`config.mk`:
```
export PLATFORM = sky130hd
export DESIGN_NAME = afrb_cmd_queue
export DESIGN_NICKNAME = d
export VERILOG_FILES = /design/src/rtl/audio_frame_ring_buffer_defines.svh /design/src/rtl/afrb_pkg.sv /design/src/rtl/afrb_cmd_queue.sv
export SDC_FILE = /design/constraint.sdc
export NUM_CORES = 1
export LEC_CHECK = 0
export BUFFER_PORTS_ARGS = -buffer_cell sky130_fd_sc_hd__buf_4
export CAP_MARGIN = 25
export CORE_MARGIN = 3
export CORE_UTILIZATION = 50
export CTS_CLUSTER_DIAMETER = 200
export DETAILED_ROUTE_END_ITERATION = 6
export PLACE_DENSITY = 0.75
export RECOVER_POWER = 25
export SKIP_CTS_REPAIR_TIMING = 1
export SYNTH_ARGS = -nofsm -noshare
export SYNTH_HDL_FRONTEND = slang
export SYNTH_SLANG_ARGS = --single-unit
```
`constraint.sdc`:
```
create_clock -name clk -period 4.3 [get_ports clk]
set_input_delay 0.215 -clock clk [delete_from_list [all_inputs] [get_ports clk]]
set_output_delay 0.215 -clock clk [all_outputs]
set_load 0.005 [all_outputs]
```
`src/rtl/audio_frame_ring_buffer_defines.svh`:
```
// Assertion macros for the audio frame ring buffer.
// Included by files that carry concurrent assertions; expects clk and rst in scope.
`ifndef AUDIO_FRAME_RING_BUFFER_DEFINES_SVH
`define AUDIO_FRAME_RING_BUFFER_DEFINES_SVH

`ifndef NO_ASSERTIONS

// Same-cycle implication, disabled during reset.
`define AFRB_ASSERT_IMPLY(lbl, ante, cons) \
  lbl: assert property (@(posedge clk) disable iff (rst) (ante) |-> (cons)) \
    else $error("afrb: implication check failed");

// Holds in the cycle after reset is seen.
`define AFRB_ASSERT_AFTER_RESET(lbl, cons) \
  lbl: assert property (@(posedge clk) rst |=> (cons)) \
    else $error("afrb: post-reset check failed");

`else

`define AFRB_ASSERT_IMPLY(lbl, ante, cons)
`define AFRB_ASSERT_AFTER_RESET(lbl, cons)

`endif

`endif

```
`src/rtl/afrb_pkg.sv`:
```
// Shared constants, codes and types for the audio frame ring buffer.
// No dependencies.
package afrb_pkg;

  localparam int DEPTH       = 1024;
  localparam int IDX_W       = $clog2(DEPTH);
  localparam int CNT_W       = $clog2(DEPTH + 1);
  localparam int MAX_BURST   = 64;
  localparam int BURST_W     = 7;
  localparam int SAMPLE_W    = 32;
  localparam int FRAME_W     = 2 * SAMPLE_W;
  localparam int UNDERRUN_W  = 32;
  localparam int FUNC_W      = 3;
  localparam int CAP_W       = 11;
  localparam int CHAN_W      = 2;
  localparam int CFG_IDX_W   = 2;
  localparam int CFG_DATA_W  = 11;
  localparam int OP_W        = 3;
  localparam int QUEUE_DEPTH = 2;
  localparam int Q_IDX_W     = $clog2(QUEUE_DEPTH);
  localparam int Q_CNT_W     = $clog2(QUEUE_DEPTH + 1);

  // Input function codes
  localparam logic [FUNC_W-1:0] FUNC_PUSH    = 3'd0;
  localparam logic [FUNC_W-1:0] FUNC_CONSUME = 3'd1;
  localparam logic [FUNC_W-1:0] FUNC_START   = 3'd2;
  localparam logic [FUNC_W-1:0] FUNC_STOP    = 3'd3;
  localparam logic [FUNC_W-1:0] FUNC_RESET   = 3'd4;

  // Internal command codes
  localparam logic [OP_W-1:0] OP_NOP     = 3'd0;
  localparam logic [OP_W-1:0] OP_PUSH    = 3'd1;
  localparam logic [OP_W-1:0] OP_CONSUME = 3'd2;
  localparam logic [OP_W-1:0] OP_START   = 3'd3;
  localparam logic [OP_W-1:0] OP_STOP    = 3'd4;
  localparam logic [OP_W-1:0] OP_RESET   = 3'd5;

  // Register indexes
  localparam logic [CFG_IDX_W-1:0] CFG_CAPACITY = 2'd0;
  localparam logic [CFG_IDX_W-1:0] CFG_CHANNELS = 2'd1;

  localparam logic [CHAN_W-1:0] CHAN_MONO = 2'd1;

  typedef struct packed {
    logic [OP_W-1:0]     op;
    logic [SAMPLE_W-1:0] left;
    logic [SAMPLE_W-1:0] right;
    logic [BURST_W-1:0]  count;
  } cmd_t;

endpackage

```
`src/rtl/afrb_cmd_queue.sv`:
```
// Short command queue between front and back ends.
// Depends on afrb_pkg.
module afrb_cmd_queue import afrb_pkg::*; (
  input  logic clk,
  input  logic rst,
  input  logic in_valid,
  output logic in_ready,
  input  cmd_t in_cmd,
  output logic out_valid,
  input  logic out_ready,
  output cmd_t out_cmd
);

  cmd_t               entries [QUEUE_DEPTH];
  logic [Q_IDX_W-1:0] wr_ptr;
  logic [Q_IDX_W-1:0] rd_ptr;
  logic [Q_CNT_W-1:0] count;
  logic               push;
  logic               pop;

  assign in_ready  = (count != Q_CNT_W'(QUEUE_DEPTH));
  assign out_valid = (count != '0);
  assign out_cmd   = entries[rd_ptr];
  assign push      = in_valid && in_ready;
  assign pop       = out_valid && out_ready;

  always_ff @(posedge clk) begin
    if (push) begin
      entries[wr_ptr] <= in_cmd;
    end
  end

  always_ff @(posedge clk) begin
    if (rst) begin
      wr_ptr <= '0;
      rd_ptr <= '0;
      count  <= '0;
    end else begin
      if (push) begin
        wr_ptr <= (wr_ptr == Q_IDX_W'(QUEUE_DEPTH - 1)) ? '0 : wr_ptr + 1'b1;
      end
      if (pop) begin
        rd_ptr <= (rd_ptr == Q_IDX_W'(QUEUE_DEPTH - 1)) ? '0 : rd_ptr + 1'b1;
      end
      case ({push, pop})
        2'b10:   count <= count + 1'b1;
        2'b01:   count <= count - 1'b1;
        default: count <= count;
      endcase
    end
  end

endmodule

```
==> implementation parameters <==
Parameter                              Value

Die
  Placeable core region ... 10600 um2
  # IOs ... 154
  Initial core utilization ... 52.6%
  Width of the chip ... 111 um
  Area enclosed by the die boundary ... 12400 um2
  Total number of placement rows ... 37
  Die boundary height ... 111 um

Final layout
  Post-route design area ... 8190 um2
  Fillcell total ... 579
  Diode insertion count for antenna repair ... 0
  Final nets ... 575
  Area added between synthesis and finish ... 47.4%
  Non-filler cells, final ... 645
  Layout cell share with drive strength beyond 1 ... 49.5%

Synthesis
  Unique cell type count in the Yosys netlist ... 20
  Largest family of logic cells by synthesized area ... multiplexers
  Synth Area in Compound Gates ... 0.586%
  Top cells by area, synth ... sky130_fd_sc_hd__edfxtp_1 (80%), sky130_fd_sc_hd__mux2_2 (15%), sky130_fd_sc_hd__dfxtp_1 (1.8%)
  Syn Std Cell Area ... 5560 um2
  Arithmetic-cell share of the synthesized area counting full adders, half adders and majority gates ... 0.225%
  Xor/xnor share of the synthesized area ... 0.473%
  Instance count of the mapped netlist ... 254
  Total number of yosys warnings ... 0
  Yosys reg bits ... 153
  Number of synthesized flops with an enable pin ... 148
  Post-synthesis share of cell area spent on and, or, nand and nor gates ... 0.856%
  Net count after synthesis ... 333
  Mean instance size in the synthesized netlist ... 21.9 um2
  Library cell occupying the most area in the post-synthesis netlist ... sky130_fd_sc_hd__edfxtp_1
  Multiplexer fraction of the synthesized cell area ... 15.0%
  Fraction of post-synthesis cell area in the top cell type by area ... 80.0%
  Most used flip-flop cell after synthesis ... sky130_fd_sc_hd__edfxtp_1
  Fraction of registers with async set or reset after synthesis ... 0%
  Share of synthesized area occupied by flip-flops and latches ... 81.8%

Clocking
  Clock insertion delay at the later pin of the skew report ... 0.51 ns
  Buffer cell driving the clock tree root ... sky130_fd_sc_hd__clkbuf_8
  Level count of the clock H-tree ... 4
  Clock tree from TritonCTS ... yes
  Maximum buffer depth of the clock tree ... 2
  CTS clk-pin slew, worst paths ... 0.06 ns
  Cts bufs inserted ... 17
  Clock sinks ... 153

Pwr
  Total power density per cell area ... 565 nW/um2
  Leakage ... 0.00305 uW
  Total Power ... 4630 uW
  Worst voltage drop across the vdd grid ... 0.393 mV

Place
  Instance area after placement ... 6840 um2
  Final HPWL from detailed placement ... 6.23 mm
  Cell count after placement ... 536
  IO Port Bufs ... 153
  Worst setup timing slack at the placement stage ... 1.99 ns
  RD Place Congestion ... 0.707

Timing
  Crit share post-route ... 54.0%
  Min cycle time layout ... 2.32 ns
  Final critical-path setup slack ... 1.98 ns
  Final setup fails ... 0
  Final hold viol count ... 0
  Unrepaired setup endpoints after global routing ... no
  Top achievable clock speed ... 0.431 GHz
  Worst slew pin tran ... 0.971 ns
  Final TNS setup ... 0 ns
  Worst Clk Skew ... 0.0165 ns
  Fin. max-slew vios ... 0
  Worst rel slew slack ... 35.3%

Critical path
  Endpoint of the lowest-slack register-to-register path ... entries[0][9]$_DFFE_PP_
  Reg-to-reg critical path startpoint ... count[0]$_SDFFE_PP0P_
  Flop-to-flop setup slack ... 1.99 ns
  Critical path arrival ... 2.11 ns
  Type of origin of the critical path ... register
  CP Data Required Time ... 4.09 ns
  Largest fanout of any net on the critical path ... 74
  Logic depth of the worst register-to-register path ... 4
  Element type at the critical path end ... primary output
  Kind of critical path ... register to primary output

Routing
  Drt total wl ... 11.1 mm
  Residual DRC count ... 0
  Violation count after the first detailed-route iteration ... 128
  Count of TritonRoute iterations in the first routing pass ... 4
  Antenna-violating nets left ... 0
  Routed length per instance ... 17.3 um
  Mean number of vias per cell ... 4.89
  Number of vias after detailed routing ... 3155

Worst hold path
  Worst min-delay path class ... primary input to register
  Hold Crit Depth ... 4
  Startpoint of the tightest hold check path ... out_ready

Global route
  Via count of the first global-routing pass ... 3035
  Largest net degree at the start of global routing ... 75
  Global-route usage over all layers ... 16.4%
  Global-route wire length before repair ... 15.6 mm
  Initial antenna violation count ... 0
  Residual overflow from global routing ... 0

Run status
  Outcome ... finished, final reports clean

Flow run
  # Max-Cap Violations ... 0
-- metrics by stage --
step | hold slack (ns) | utilization [%]
floorplan | 0.284 | -
global placement | 0.400 | 64.8
detailed placement | 0.402 | 64.8
CTS | -0.148 | 70.6
global route | 0.147 | 77.6
finish | 0.141 | 77.6
-- cells by family after synthesis --
family	after synthesis
simple gates	9
xor+xnor	3
flops	153
fa+ha+maj	1
mux	74
buf+inv	9
compound gates	5
-- cell usage in the layout (no fill, tap or decap), drive strengths merged, types with 2 or more instances in the layout --
cell type / instances
a21oi: 2
edfxtp: 148
dfxtp: 5
inv: 2
nor2: 3
xnor2: 2
mux2: 74
clkbuf: 69
bufinv: 4
buf: 105
clkinvlp: 4
clkinv: 4
dlygate4sd3: 76
-- metal layers --
layer | part of all wire [%] | GRT usage [%]
met4 | 0.89 | 5.76
met1 | 40 | 20.7
met3 | 6.5 | 7.88
met2 | 53 | 25.0
met5 | 0 | 0
-- synth_stat cells (2+ instances only) --
cell type / count
sky130_fd_sc_hd__nor2_1: 3
sky130_fd_sc_hd__buf_4: 6
sky130_fd_sc_hd__buf_2: 2
sky130_fd_sc_hd__mux2_2: 74
sky130_fd_sc_hd__edfxtp_1: 148
sky130_fd_sc_hd__xnor2_1: 2
sky130_fd_sc_hd__a21oi_1: 2
sky130_fd_sc_hd__dfxtp_1: 5
-- how the worst max path moves through the flow --
stage | startpoint | end | slack [ns] | depth (start not counted)
6_report | register | out_cmd[9] | 1.98 | 2
5_1_grt | count[0]$_SDFFE_PP0P_ | entries[0][33]$_DFFE_PP_ | 1.80 | 4
4_1_cts | register | out_cmd[8] | 1.92 | 2
3_5_place_dp | count[0]$_SDFFE_PP0P_ | entries[0][25]$_DFFE_PP_ | 1.99 | 4
3_3_place_gp | count[0]$_SDFFE_PP0P_ | entries[0][25]$_DFFE_PP_ | 2.04 | 4
2_1_floorplan | count[0]$_SDFFE_PP0P_ | entries[1][0]$_DFFE_PP_ | 1.47 | 2
-- sequential cells by signal, summed over array words and instances, names as in the netlist, named ones only --
name     flops
entries    148
wr_ptr       1
rd_ptr       1
count        2
-- area by class of cell --
type | count | area [um2] | share of cell area, %
sequential | 153 | 4550 | 55.5
clock buffer | 19 | 422 | 5.15
timing repair buffer | 231 | 1890 | 23.1
tap | 136 | 170 | 2.08
clock inverter | 13 | 194 | 2.37
inverter | 1 | 5.00 | 0.0611
multi-input combinational | 92 | 957 | 11.7
-- power by group --
part           leakage, uW  internal [uW]  switching, uW
Sequential         0.00143           1890            155
Clock             0.000285            948            568
Combinational      0.00134            669            400
-- worst max-delay path, cell delays in order (launching register included) --
cell and delay, ns:
sky130_fd_sc_hd__dfxtp_4 1.00, sky130_fd_sc_hd__mux2_2 0.44, sky130_fd_sc_hd__buf_4 0.14
(Power assumes the default switching activity.)
