<file path="src/rtl/audio_frame_ring_buffer_defines.svh">
// Assertion macros for the audio frame ring buffer.
// Included by files that carry concurrent assertions; expects clk and rst in scope.
`ifndef AUDIO_FRAME_RING_BUFFER_DEFINES_SVH
`define AUDIO_FRAME_RING_BUFFER_DEFINES_SVH

`ifndef NO_ASSERTIONS

// Same-cycle implication, disabled during reset.
`define AFRB_ASSERT_IMPLY(lbl, ante, cons) \
  lbl: assert property (@(posedge clk) disable iff (rst) (ante) |-> (cons)) \
    else $error("afrb: implication check failed");

// Holds in the cycle after reset is seen.
`define AFRB_ASSERT_AFTER_RESET(lbl, cons) \
  lbl: assert property (@(posedge clk) rst |=> (cons)) \
    else $error("afrb: post-reset check failed");

`else

`define AFRB_ASSERT_IMPLY(lbl, ante, cons)
`define AFRB_ASSERT_AFTER_RESET(lbl, cons)

`endif

`endif

</file>
<file path="src/rtl/afrb_pkg.sv">
// Shared constants, codes and types for the audio frame ring buffer.
// No dependencies.
package afrb_pkg;

  localparam int DEPTH       = 1024;
  localparam int IDX_W       = $clog2(DEPTH);
  localparam int CNT_W       = $clog2(DEPTH + 1);
  localparam int MAX_BURST   = 64;
  localparam int BURST_W     = 7;
  localparam int SAMPLE_W    = 32;
  localparam int FRAME_W     = 2 * SAMPLE_W;
  localparam int UNDERRUN_W  = 32;
  localparam int FUNC_W      = 3;
  localparam int CAP_W       = 11;
  localparam int CHAN_W      = 2;
  localparam int CFG_IDX_W   = 2;
  localparam int CFG_DATA_W  = 11;
  localparam int OP_W        = 3;
  localparam int QUEUE_DEPTH = 2;
  localparam int Q_IDX_W     = $clog2(QUEUE_DEPTH);
  localparam int Q_CNT_W     = $clog2(QUEUE_DEPTH + 1);

  // Input function codes
  localparam logic [FUNC_W-1:0] FUNC_PUSH    = 3'd0;
  localparam logic [FUNC_W-1:0] FUNC_CONSUME = 3'd1;
  localparam logic [FUNC_W-1:0] FUNC_START   = 3'd2;
  localparam logic [FUNC_W-1:0] FUNC_STOP    = 3'd3;
  localparam logic [FUNC_W-1:0] FUNC_RESET   = 3'd4;

  // Internal command codes
  localparam logic [OP_W-1:0] OP_NOP     = 3'd0;
  localparam logic [OP_W-1:0] OP_PUSH    = 3'd1;
  localparam logic [OP_W-1:0] OP_CONSUME = 3'd2;
  localparam logic [OP_W-1:0] OP_START   = 3'd3;
  localparam logic [OP_W-1:0] OP_STOP    = 3'd4;
  localparam logic [OP_W-1:0] OP_RESET   = 3'd5;

  // Register indexes
  localparam logic [CFG_IDX_W-1:0] CFG_CAPACITY = 2'd0;
  localparam logic [CFG_IDX_W-1:0] CFG_CHANNELS = 2'd1;

  localparam logic [CHAN_W-1:0] CHAN_MONO = 2'd1;

  typedef struct packed {
    logic [OP_W-1:0]     op;
    logic [SAMPLE_W-1:0] left;
    logic [SAMPLE_W-1:0] right;
    logic [BURST_W-1:0]  count;
  } cmd_t;

endpackage

</file>
<file path="src/rtl/afrb_in_if.sv">
// Input item channel of the audio frame ring buffer.
// Depends on afrb_pkg.
interface afrb_in_if import afrb_pkg::*; ();
  logic                valid;
  logic                ready;
  logic [FUNC_W-1:0]   func;
  logic [SAMPLE_W-1:0] left_sample;
  logic [SAMPLE_W-1:0] right_sample;
  logic [BURST_W-1:0]  burst_frames;

  modport source (output valid, func, left_sample, right_sample, burst_frames, input ready);
  modport sink   (input valid, func, left_sample, right_sample, burst_frames, output ready);
endinterface

</file>
<file path="src/rtl/afrb_front.sv">
// Front end: accepts input items and turns them into back-end commands.
// Depends on afrb_pkg and afrb_in_if.
module afrb_front import afrb_pkg::*; (
  afrb_in_if.sink item_in,
  output logic    cmd_valid,
  input  logic    cmd_ready,
  output cmd_t    cmd
);

  logic [BURST_W-1:0] burst;

  // Long bursts saturate.
  assign burst = (item_in.burst_frames > BURST_W'(MAX_BURST)) ? BURST_W'(MAX_BURST)
                                                              : item_in.burst_frames;

  assign cmd_valid     = item_in.valid;
  assign item_in.ready = cmd_ready;

  always_comb begin
    cmd.left  = item_in.left_sample;
    cmd.right = item_in.right_sample;
    cmd.count = burst;
    case (item_in.func)
      FUNC_PUSH:    cmd.op = OP_PUSH;
      // empty burst is just a status result
      FUNC_CONSUME: cmd.op = (burst == '0) ? OP_NOP : OP_CONSUME;
      FUNC_START:   cmd.op = OP_START;
      FUNC_STOP:    cmd.op = OP_STOP;
      FUNC_RESET:   cmd.op = OP_RESET;
      default:      cmd.op = OP_NOP;
    endcase
  end

endmodule

</file>
<file path="src/flat_wrapper.sv">
// flat-port wrapper written by rule: the top's interface ports become plain ports
module afrb_front_flat import afrb_pkg::*;
  (cmd_valid, cmd_ready, cmd, item_in_valid, item_in_func, item_in_left_sample, item_in_right_sample, item_in_burst_frames, item_in_ready);
  afrb_in_if item_in_i ();
  output logic cmd_valid;
  input  logic cmd_ready;
  output cmd_t cmd;
  input wire logic [$bits(item_in_i.valid)-1:0] item_in_valid;
  input wire logic [$bits(item_in_i.func)-1:0] item_in_func;
  input wire logic [$bits(item_in_i.left_sample)-1:0] item_in_left_sample;
  input wire logic [$bits(item_in_i.right_sample)-1:0] item_in_right_sample;
  input wire logic [$bits(item_in_i.burst_frames)-1:0] item_in_burst_frames;
  output wire logic [$bits(item_in_i.ready)-1:0] item_in_ready;
  assign item_in_i.valid = item_in_valid;
  assign item_in_i.func = item_in_func;
  assign item_in_i.left_sample = item_in_left_sample;
  assign item_in_i.right_sample = item_in_right_sample;
  assign item_in_i.burst_frames = item_in_burst_frames;
  assign item_in_ready = item_in_i.ready;
  afrb_front u_core (.item_in(item_in_i), .cmd_valid(cmd_valid), .cmd_ready(cmd_ready), .cmd(cmd));
endmodule
</file>
<file path="config.mk">
export PLATFORM = sky130hd
export DESIGN_NAME = afrb_front_flat
export DESIGN_NICKNAME = d
export VERILOG_FILES = /design/src/rtl/audio_frame_ring_buffer_defines.svh /design/src/rtl/afrb_pkg.sv /design/src/rtl/afrb_in_if.sv /design/src/rtl/afrb_front.sv /design/src/flat_wrapper.sv
export SDC_FILE = /design/constraint.sdc
export NUM_CORES = 1
export LEC_CHECK = 0
export BUFFER_PORTS_ARGS = -buffer_cell sky130_fd_sc_hd__buf_2
export CORE_AREA = 2 2 58 60
export DETAILED_ROUTE_END_ITERATION = 10
export DIE_AREA = 0 0 60 62
export GPL_TIMING_DRIVEN = 1
export PLACE_DENSITY = 0.8
export SLEW_MARGIN = 20
export SYNTH_ARGS = -nofsm -noshare
export SYNTH_HDL_FRONTEND = slang
export SYNTH_SLANG_ARGS = --single-unit
</file>
<file path="constraint.sdc">
create_clock -name vclk -period 0.8
set_input_delay 0.12 -clock vclk [all_inputs]
set_output_delay 0.12 -clock vclk [all_outputs]
set_load 0.02 [all_outputs]
</file>
==> results.yml, run 1 <==
sta:
  fmax_mhz: 1091
  min_period_ps: 916.9
  setup_slack_ps: -116.9
  whs_ps: 240.0
  post-route-period-util_pct: 114.6
  hold_viol: 0
  setup_viol_count_final: 1
  drv_slew: 0
  rsz0062_at_grt: "yes"
  worst_slew_pin_slew_ps: 243.9
  max_slew_margin_pct: 83.62
critical_path:
  start_kind: "primary input"
  cp-startpoint: "item_in_burst_frames[4]"
  crit_cells: 4
  required_ps: 680
  worstPathArrival_ps: 800
  critical_path_class: "in2out"
  crit_buf_inv: 2
  path_max_fanout: 2
  cp-endpoint: "cmd[72]"
  critPathMaxStageDelay_ps: 300
  path_delay_family: "simple AND/OR/NAND/NOR gates"
  crit_slowest_cell: "nor4_4"
  crit_chain: "buf_8 > nor4_4 > a211oi_2 > buf_4"
  crit_path_end_kind: "output port"
outcome:
  violations: "setup timing"
  status: "finished, violations left"
floorplan:
  start_util_pct: 18.46
  die_area_um2: 3720
  die-width_um: 60
  row_count: 21
  core_um2: 3179
  ios: 152
  die_y_um: 62
logic_synthesis:
  synthCells: 81
  synth_top_family_by_area: "buffers and inverters"
  synthDistinctLibCells: 10
  synthMuxAreaShare_pct: 0
  synth-compound-area-share_pct: 3.198
  synth_fa_ha_area_share_pct: 0
  netlist_area_um2: 586.8
  ys_warn_count: 0
  syn_avg_cell_area_um2: 7.245
  syn_nets: 157
  yosys.area_share.simple_pct: 10.23
  yosysSeqAreaShare_pct: 0
  synthXorXnorAreaFrac_pct: 1.493
hold_path:
  hold_depth: 0
  min_path_type: "in2out"
cts:
  cts_hold_buf: 0
grt:
  track_usage_pct: 4.690
  grt_pass1_wl_um: 1235
  grt_max_degree: 8
  antenna_found_initial: 0
  grt_pass1_vias: 282
  grt_overflow: 0
detailed_routing:
  dr_total_vias: 301
  ant_nets: 0
  wl_um: 1236
  vias_per_cell: 3.583
  drt_iter0_markers: 10
  dr.pass1.iters: 4
  wl_per_cell_um: 14.71
  drc: 0
layout:
  num_antenna_cells: 0
  final_common_cell: "buf_2"
  nNetsFinal: 116
  final_cell_mix: "buf_2, buf_4, nor2b_1, buf_6"
  seqCellArea_um2: 0
  nClkBuffers: 0
  drive_gt1_share_pct: 76.32
  n_sequential_cell: 0
  synthToLayoutAreaGrowth_pct: -37.10
power:
  powerDensity_nw_per_um2: 552.4
  power.leakage_uw: 0.0001556
  vdd_drop_max_v: 0.00003066
placement:
  pre_cts_slack_ps: -234.1
  io_buffers: 20
  place.gp.congestion: 0.4243
job:
  drv_cap: 0
[what timing repair did]
item / in CTS / in global routing
gates cloned: 0 / 0
setup buffers: 1 / 0
gates resized for setup: 9 / 13
pin swaps: 3 / 4
endpoints found under the setup margin: 2 / 5
[kinds of logic (layout without fill, tap and decap cells)]
group,count (synthesis),after routing
xor gates and xnor gates,1,1
buffers and inverters,67,24
and+or+nand+nor,10,10
AOI/OAI and AO/OA,3,3
[worst min path at each step]
stage	start	endpoint	slack (ps)
finish	item_in_left_sample[23]	cmd[62]	240
global route	item_in_right_sample[29]	cmd[36]	240
CTS	item_in_right_sample[3]	cmd[10]	240
detailed placement	item_in_right_sample[3]	cmd[10]	240
global placement	item_in_right_sample[3]	cmd[10]	240
floorplan	item_in_func[2]	cmd[72]	280
[routing by layer]
metal | global-route usage (%) | vias to the layer above | wire (µm)
li1 | - | 99 | -
met1 | 0.1232 | 118 | 178
met2 | 9.472 | 48 | 585
met3 | 2.484 | 36 | 234
met4 | 11.11 | 0 | 239
met5 | 0 | - | 0
[final cells by class]
type,count,area [µm²]
Fill cell,356,2810
Timing Repair Buffer,24,178.9
Multi-Input combinational cell,14,132.6
Tap cell,46,57.56
[where the power goes]
group / leakage, µW / switching (µW) / internal [µW]
clock: 0 / 0 / 0
sequential: 0 / 0 / 0
combinational: 0.000156 / 103 / 101
total: 0.000156 / 103 / 101
[per-stage QoR]
step	area, µm²	instances	util (%)	setup TNS (ps)	power [µW]
2_1_floorplan	591.8	81	-	0	551.9
3_3_place_gp	272.8	83	8.579	-159.5	146.5
3_5_place_dp	272.8	83	8.579	-244.1	149.8
4_1_cts	320.3	84	10.07	-115.4	174.8
5_1_grt	369.1	84	11.61	-124.3	215.3
6_report	369.1	84	11.61	-116.9	203.9
[synth_stat cells, drive strengths merged]
cell type | number | area, µm²
clkbuf | 1 | 3.750
xnor2 | 1 | 8.760
o22ai | 1 | 6.260
nand2b | 1 | 6.260
nor4 | 2 | 12.51
nand2 | 1 | 3.750
a21oi | 1 | 5.000
nor2b | 6 | 37.54
buf | 66 | 495.5
a211oi | 1 | 7.510
(Power assumes the default switching activity.)
==> run 2, diff against run 1 <==
--- a/config.mk
+++ b/config.mk
@@ -5,13 +5,16 @@
 export SDC_FILE = /design/constraint.sdc
 export NUM_CORES = 1
 export LEC_CHECK = 0
+export ABC_AREA = 1
 export BUFFER_PORTS_ARGS = -buffer_cell sky130_fd_sc_hd__buf_2
-export CORE_AREA = 2 2 58 60
+export CORE_AREA = 2 2 59 61
 export DETAILED_ROUTE_END_ITERATION = 10
-export DIE_AREA = 0 0 60 62
+export DIE_AREA = 0 0 61 63
 export GPL_TIMING_DRIVEN = 1
 export PLACE_DENSITY = 0.8
+export RECOVER_POWER = 100
 export SLEW_MARGIN = 20
 export SYNTH_ARGS = -nofsm -noshare
 export SYNTH_HDL_FRONTEND = slang
 export SYNTH_SLANG_ARGS = --single-unit
+export TNS_END_PERCENT = 50
==> run 2 against run 1 <==
Compared with the run above: the run still ends with setup timing left; utilization rose by 0.16 points; die area rose by 3.3%; critical path depth rose by 1; routed wire length rose by 10%; power fell by 3.3%; maximum frequency rose by 0.36%; first-iteration DRC count fell by 100%; via count rose by 17%; critical path type unchanged; synthesized area rose by 10%; highest routed layer unchanged; sequential share of layout area did not move; clock-buffer cell count did not move.
==> results.yml, run 2 <==
outcome:
  status: "finished, violations left"
  violations: "setup timing"
logic_synthesis:
  synthDistinctLibCells: 15
  synth-compound-area-share_pct: 6.589
  ys_warn_count: 0
  synthTopCellsByCount: "buf_4, nor2_1, inv_1, nand2_1, a21boi_1"
  synthMuxAreaShare_pct: 0
  netlist_area_um2: 645.6
  yosysTopAreaCell: "buf_4"
  netlist_top_cells_area: "buf_4, nor2_1, a21boi_1, inv_1, nand2_1"
  yosysMostFrequentCell: "buf_4"
  synthXorXnorAreaFrac_pct: 0
  yosys.area.top_type_share_pct: 76.74
  synth_top_family_by_area: "buffers and inverters"
  syn_avg_cell_area_um2: 6.725
  syn_nets: 172
  synth_fa_ha_area_share_pct: 0
  yosys.area_share.simple_pct: 11.43
  yosysSeqAreaShare_pct: 0
  synthCells: 96
critical_path:
  critPathMaxStageDelay_ps: 170
  crit_path_end_kind: "output port"
  path_delay_family: "simple AND/OR/NAND/NOR gates"
  crit_top_cell: "buf_6"
  cp-startpoint: "item_in_burst_frames[5]"
  crit_cells: 5
  required_ps: 680
  critical_path_class: "in2out"
  path_max_fanout: 3
  start_kind: "primary input"
  worstPathArrival_ps: 790
  crit_slowest_cell: "a21boi_2"
  crit_chain: "buf_6 > nor2_1 > nand3_2 > a21boi_2 > buf_6"
  crit_buf_inv: 2
power:
  p_clk_share_pct: 0
  switchingPower_uw: 103.1
  powerDensity_nw_per_um2: 518.1
  power.internal_uw: 93.99
  switching_share_pct: 52.31
  vdd_drop_max_v: 0.0001073
  comb_power_share_pct: 100.0
  power.leakage_uw: 0.0001764
  seqPwrFrac_pct: 0
hold_path:
  hold_depth: 0
  min_path_type: "in2out"
  min_from: "item_in_right_sample[19]"
floorplan:
  die_y_um: 63
  row_count: 21
  die-width_um: 61
  core_um2: 3232
  die_area_um2: 3843
  ios: 152
  start_util_pct: 19.98
sta:
  post-route-period-util_pct: 114.2
  setup_slack_ps: -113.6
  whs_ps: 240.0
  fmax_mhz: 1095
  max_slew_margin_pct: 82.39
  drv_slew: 0
  rsz0062_at_grt: "yes"
  setup_viol_count_final: 4
  worst_slew_pin_slew_ps: 265.3
  min_period_ps: 913.6
  hold_viol: 0
layout:
  nClkBuffers: 0
  synthToLayoutAreaGrowth_pct: -41.09
  seqCellArea_um2: 0
  multiInputGateArea_um2: 136.4
  n_sequential_cell: 0
  nNetsFinal: 128
  fin_area_um2: 380.4
  num_antenna_cells: 0
  final_util_pct: 11.77
  drive_gt1_share_pct: 54.00
  fillCellCount: 386
  final_cell_mix: "buf_2, buf_6, nor2_1"
detailed_routing:
  dr.pass1.iters: 1
  vias_per_cell: 3.656
  dr_total_vias: 351
  wl_per_cell_um: 14.17
  ant_nets: 0
  wl_um: 1360
  drc: 0
  drt_iter0_markers: 0
grt:
  use_met3_pct: 4.141
  grt_pass1_wl_um: 1683
  top_usage_layer: "met2"
  grt_overflow: 0
  met1_usage_pct: 1.232
  met2_usage_pct: 11.29
  track_usage_pct: 5.789
  grt_pass1_vias: 361
  antenna_found_initial: 0
  grt_max_degree: 6
cts:
  cts_hold_buf: 0
  postCtsSetupRepairBufs: 0
job:
  drv_cap: 0
placement:
  place.gp.congestion: 0.6027
  place.detailed.hpwl_um: 1118
  place_area_um2: 307.8
  io_buffers: 20
-- run 2: worst paths after layout --
kind | endpoint | slack, ps
worst max-delay path | cmd[3] | -110
worst min-delay path | cmd[26] | 240
-- run 2: logic make-up after synthesis --
kind of cell,count (synthesis)
compound gates,7
buf+inv,73
simple gates,16
-- run 2: repair_timing --
| item | 4_1_cts | 5_1_grt |
|---|---|---|
| setup endpoints to repair | 5 | 6 |
| gates resized for setup | 14 | 7 |
| pin swaps | 9 | 5 |
| hold endpoints to repair | 0 | 0 |
| cloned | 0 | 0 |
-- run 2: power by group through the flow --
stage,combinational (µW),sequential [µW],clock (µW)
5_1_grt,215,0,0
6_report,197,0,0
3_5_place_dp,158,0,0
3_3_place_gp,155,0,0
4_1_cts,190,0,0
2_1_floorplan,568,0,0
-- run 2: final cells by class --
cell class                      count  share of cell area (%)
Inverter                            5                   4.934
Tap cell                           46                   15.13
Timing Repair Buffer               22                   44.08
Multi-Input combinational cell     23                   35.86
-- run 2: metal layers --
layer / up-vias / part of all wire (%)
met5: - / 0
met4: 0 / 13
met3: 32 / 20
met2: 49 / 49
met1: 135 / 17
li1: 135 / -
-- run 2: per-stage QoR --
step	setup TNS [ps]	power [µW]	std cells	worst slack (ps)
6_report	-357.6	197.1	96	-113.6
5_1_grt	-569.4	215.2	96	-152.4
4_1_cts	-371.3	189.5	96	-119.7
3_5_place_dp	-515.4	157.9	96	-147.2
3_3_place_gp	-520.9	154.9	96	-161.9
2_1_floorplan	0	567.8	96	14.04
==> run 3, diff against run 2 <==
--- a/config.mk
+++ b/config.mk
@@ -7,11 +7,11 @@
 export LEC_CHECK = 0
 export ABC_AREA = 1
 export BUFFER_PORTS_ARGS = -buffer_cell sky130_fd_sc_hd__buf_2
-export CORE_AREA = 2 2 59 61
+export CORE_MARGIN = 5
+export CORE_UTILIZATION = 24
 export DETAILED_ROUTE_END_ITERATION = 10
-export DIE_AREA = 0 0 61 63
 export GPL_TIMING_DRIVEN = 1
-export PLACE_DENSITY = 0.8
+export PLACE_DENSITY = 0.92
 export RECOVER_POWER = 100
 export SLEW_MARGIN = 20
 export SYNTH_ARGS = -nofsm -noshare
==> run 3 against run 2 <==
Compared with the run above: the run still ends with setup timing left; non-clock buffer count grew 1; combinational power grew 21%; cell count shrank 16%; maximum frequency grew 5.9%; clock-buffer cell count is the same; power grew 21%; die area shrank 0.41%; critical endpoint is now cmd[72]; largest power group unchanged.
==> results.yml, run 3 (same netlist as run 2, synthesis figures left out) <==
outcome:
  status: "finished, violations left"
  violations: "setup timing"
job:
  drv_cap: 0
sta:
  fin_setup_tns_ps: -214.3
  post-route-period-util_pct: 107.8
  fmax_mhz: 1159
  setup_slack_ps: -62.65
  max_slew_margin_pct: 83.43
  worst_slew_pin_slew_ps: 249.6
  hold_viol: 0
  setup_viol_count_final: 5
  whs_ps: 240.0
  drv_slew: 0
  rsz0062_at_grt: "yes"
  min_period_ps: 862.6
power:
  seqPwrFrac_pct: 0
  comb_power_share_pct: 100.0
  vdd_drop_max_v: 0.0001598
  switching_share_pct: 50.62
  power.leakage_uw: 0.0001965
  switchingPower_uw: 120.8
  power_uw: 238.6
  power.internal_uw: 117.8
  p_clk_share_pct: 0
  powerDensity_nw_per_um2: 548.0
layout:
  final_common_cell: "buf_4"
  synthToLayoutAreaGrowth_pct: -32.56
  drive_gt1_share_pct: 66.67
  final_cell_mix: "buf_4, buf_6, inv_1, nand2_1, buf_2"
  final_util_pct: 17.26
  nNetsFinal: 129
  fin_cells: 81
  seqCellArea_um2: 0
  nClkBuffers: 0
  n_sequential_cell: 0
  num_antenna_cells: 0
critical_path:
  start_kind: "primary input"
  required_ps: 680
  cp-endpoint: "cmd[72]"
  cp-startpoint: "item_in_burst_frames[2]"
  path_max_fanout: 3
  worstPathArrival_ps: 740
  critical_path_class: "in2out"
  crit_path_end_kind: "output port"
detailed_routing:
  dr.pass1.iters: 1
  dr_total_vias: 351
  drt_iter0_markers: 0
  drc: 0
  wl_per_cell_um: 17.17
  ant_nets: 0
  vias_per_cell: 4.333
  wl_um: 1391
floorplan:
  die_area_um2: 3827
  start_util_pct: 25.60
  die_y_um: 61.87
  ios: 152
  core_um2: 2522
  row_count: 18
  die-width_um: 61.87
grt:
  grt_pass1_wl_um: 1607
  antenna_found_initial: 0
  grt_overflow: 0
  grt_pass1_vias: 316
  grt_max_degree: 8
  track_usage_pct: 5.734
placement:
  place_inst: 81
  place.gp.congestion: 0.5943
  place.detailed.hpwl_um: 1137
  io_buffers: 20
hold_path:
  min_path_type: "in2out"
cts:
  postCtsSetupRepairBufs: 0
  cts_hold_buf: 0
run 3: cell count changes in the layout (fill, tap and decap cells not counted), moves of 2 or more:
cell,change
buf_2,-4
buf_4,+3
buf_6,-2
buf_8,+3
clkbuf_2,+2
nor2_1,-4
nor2_4,+3
run 3: timing repair:
item | 4_1_cts | 5_1_grt
pin swaps | 6 | 10
resized for setup | 12 | 27
endpoints found under the setup margin | 5 | 6
run 3: stage by stage:
step	worst slack, ps	cell area, µm²
after floorplan	14.04	645.6
after global placement	-157.8	295.3
after detailed placement	-145.0	295.3
after CTS	-126.3	331.6
after global routing	-171.8	435.4
final	-62.65	435.4
run 3: power groups by stage:
stage	Combinational (µW)	Sequential [µW]	Clock, µW
after floorplan	568	0	0
after global placement	158	0	0
after detailed placement	161	0	0
after CTS	183	0	0
after global routing	257	0	0
final	239	0	0
run 3: how the worst min path moves through the flow:
stage                         end  cells past startpoint                     from  slack (ps)
after floorplan           cmd[71]                      1          item_in_func[0]         320
after global placement    cmd[12]                      0  item_in_right_sample[5]         240
after detailed placement  cmd[12]                      0  item_in_right_sample[5]         240
after CTS                 cmd[12]                      0  item_in_right_sample[5]         240
after global routing      cmd[59]                      0  item_in_left_sample[20]         240
final                     cmd[13]                      0  item_in_right_sample[6]         240
run 3: final cells by class:
| class | count | area (µm²) |
|---|---|---|
| fill | 280 | 2087 |
| inverter | 5 | 18.77 |
| multi-input combinational | 23 | 180.2 |
| tap | 30 | 37.54 |
| timing repair buffer | 23 | 198.9 |
run 3: metal layers:
layer  vias to the layer above  GRT usage (%)  part of all wire [%]
met4                         0          5.758                   7.5
li1                        139              -                     -
met5                         -              0                     0
met2                        53          10.31                    47
met3                        22          6.198                    27
met1                       137          2.198                    18
run 3: worst max-delay path, stage by stage:
cell	delay (ps)
buf_6	100
o21ai_1	170
nand3_2	100
nand2_1	60
nand2_1	60
buf_6	130
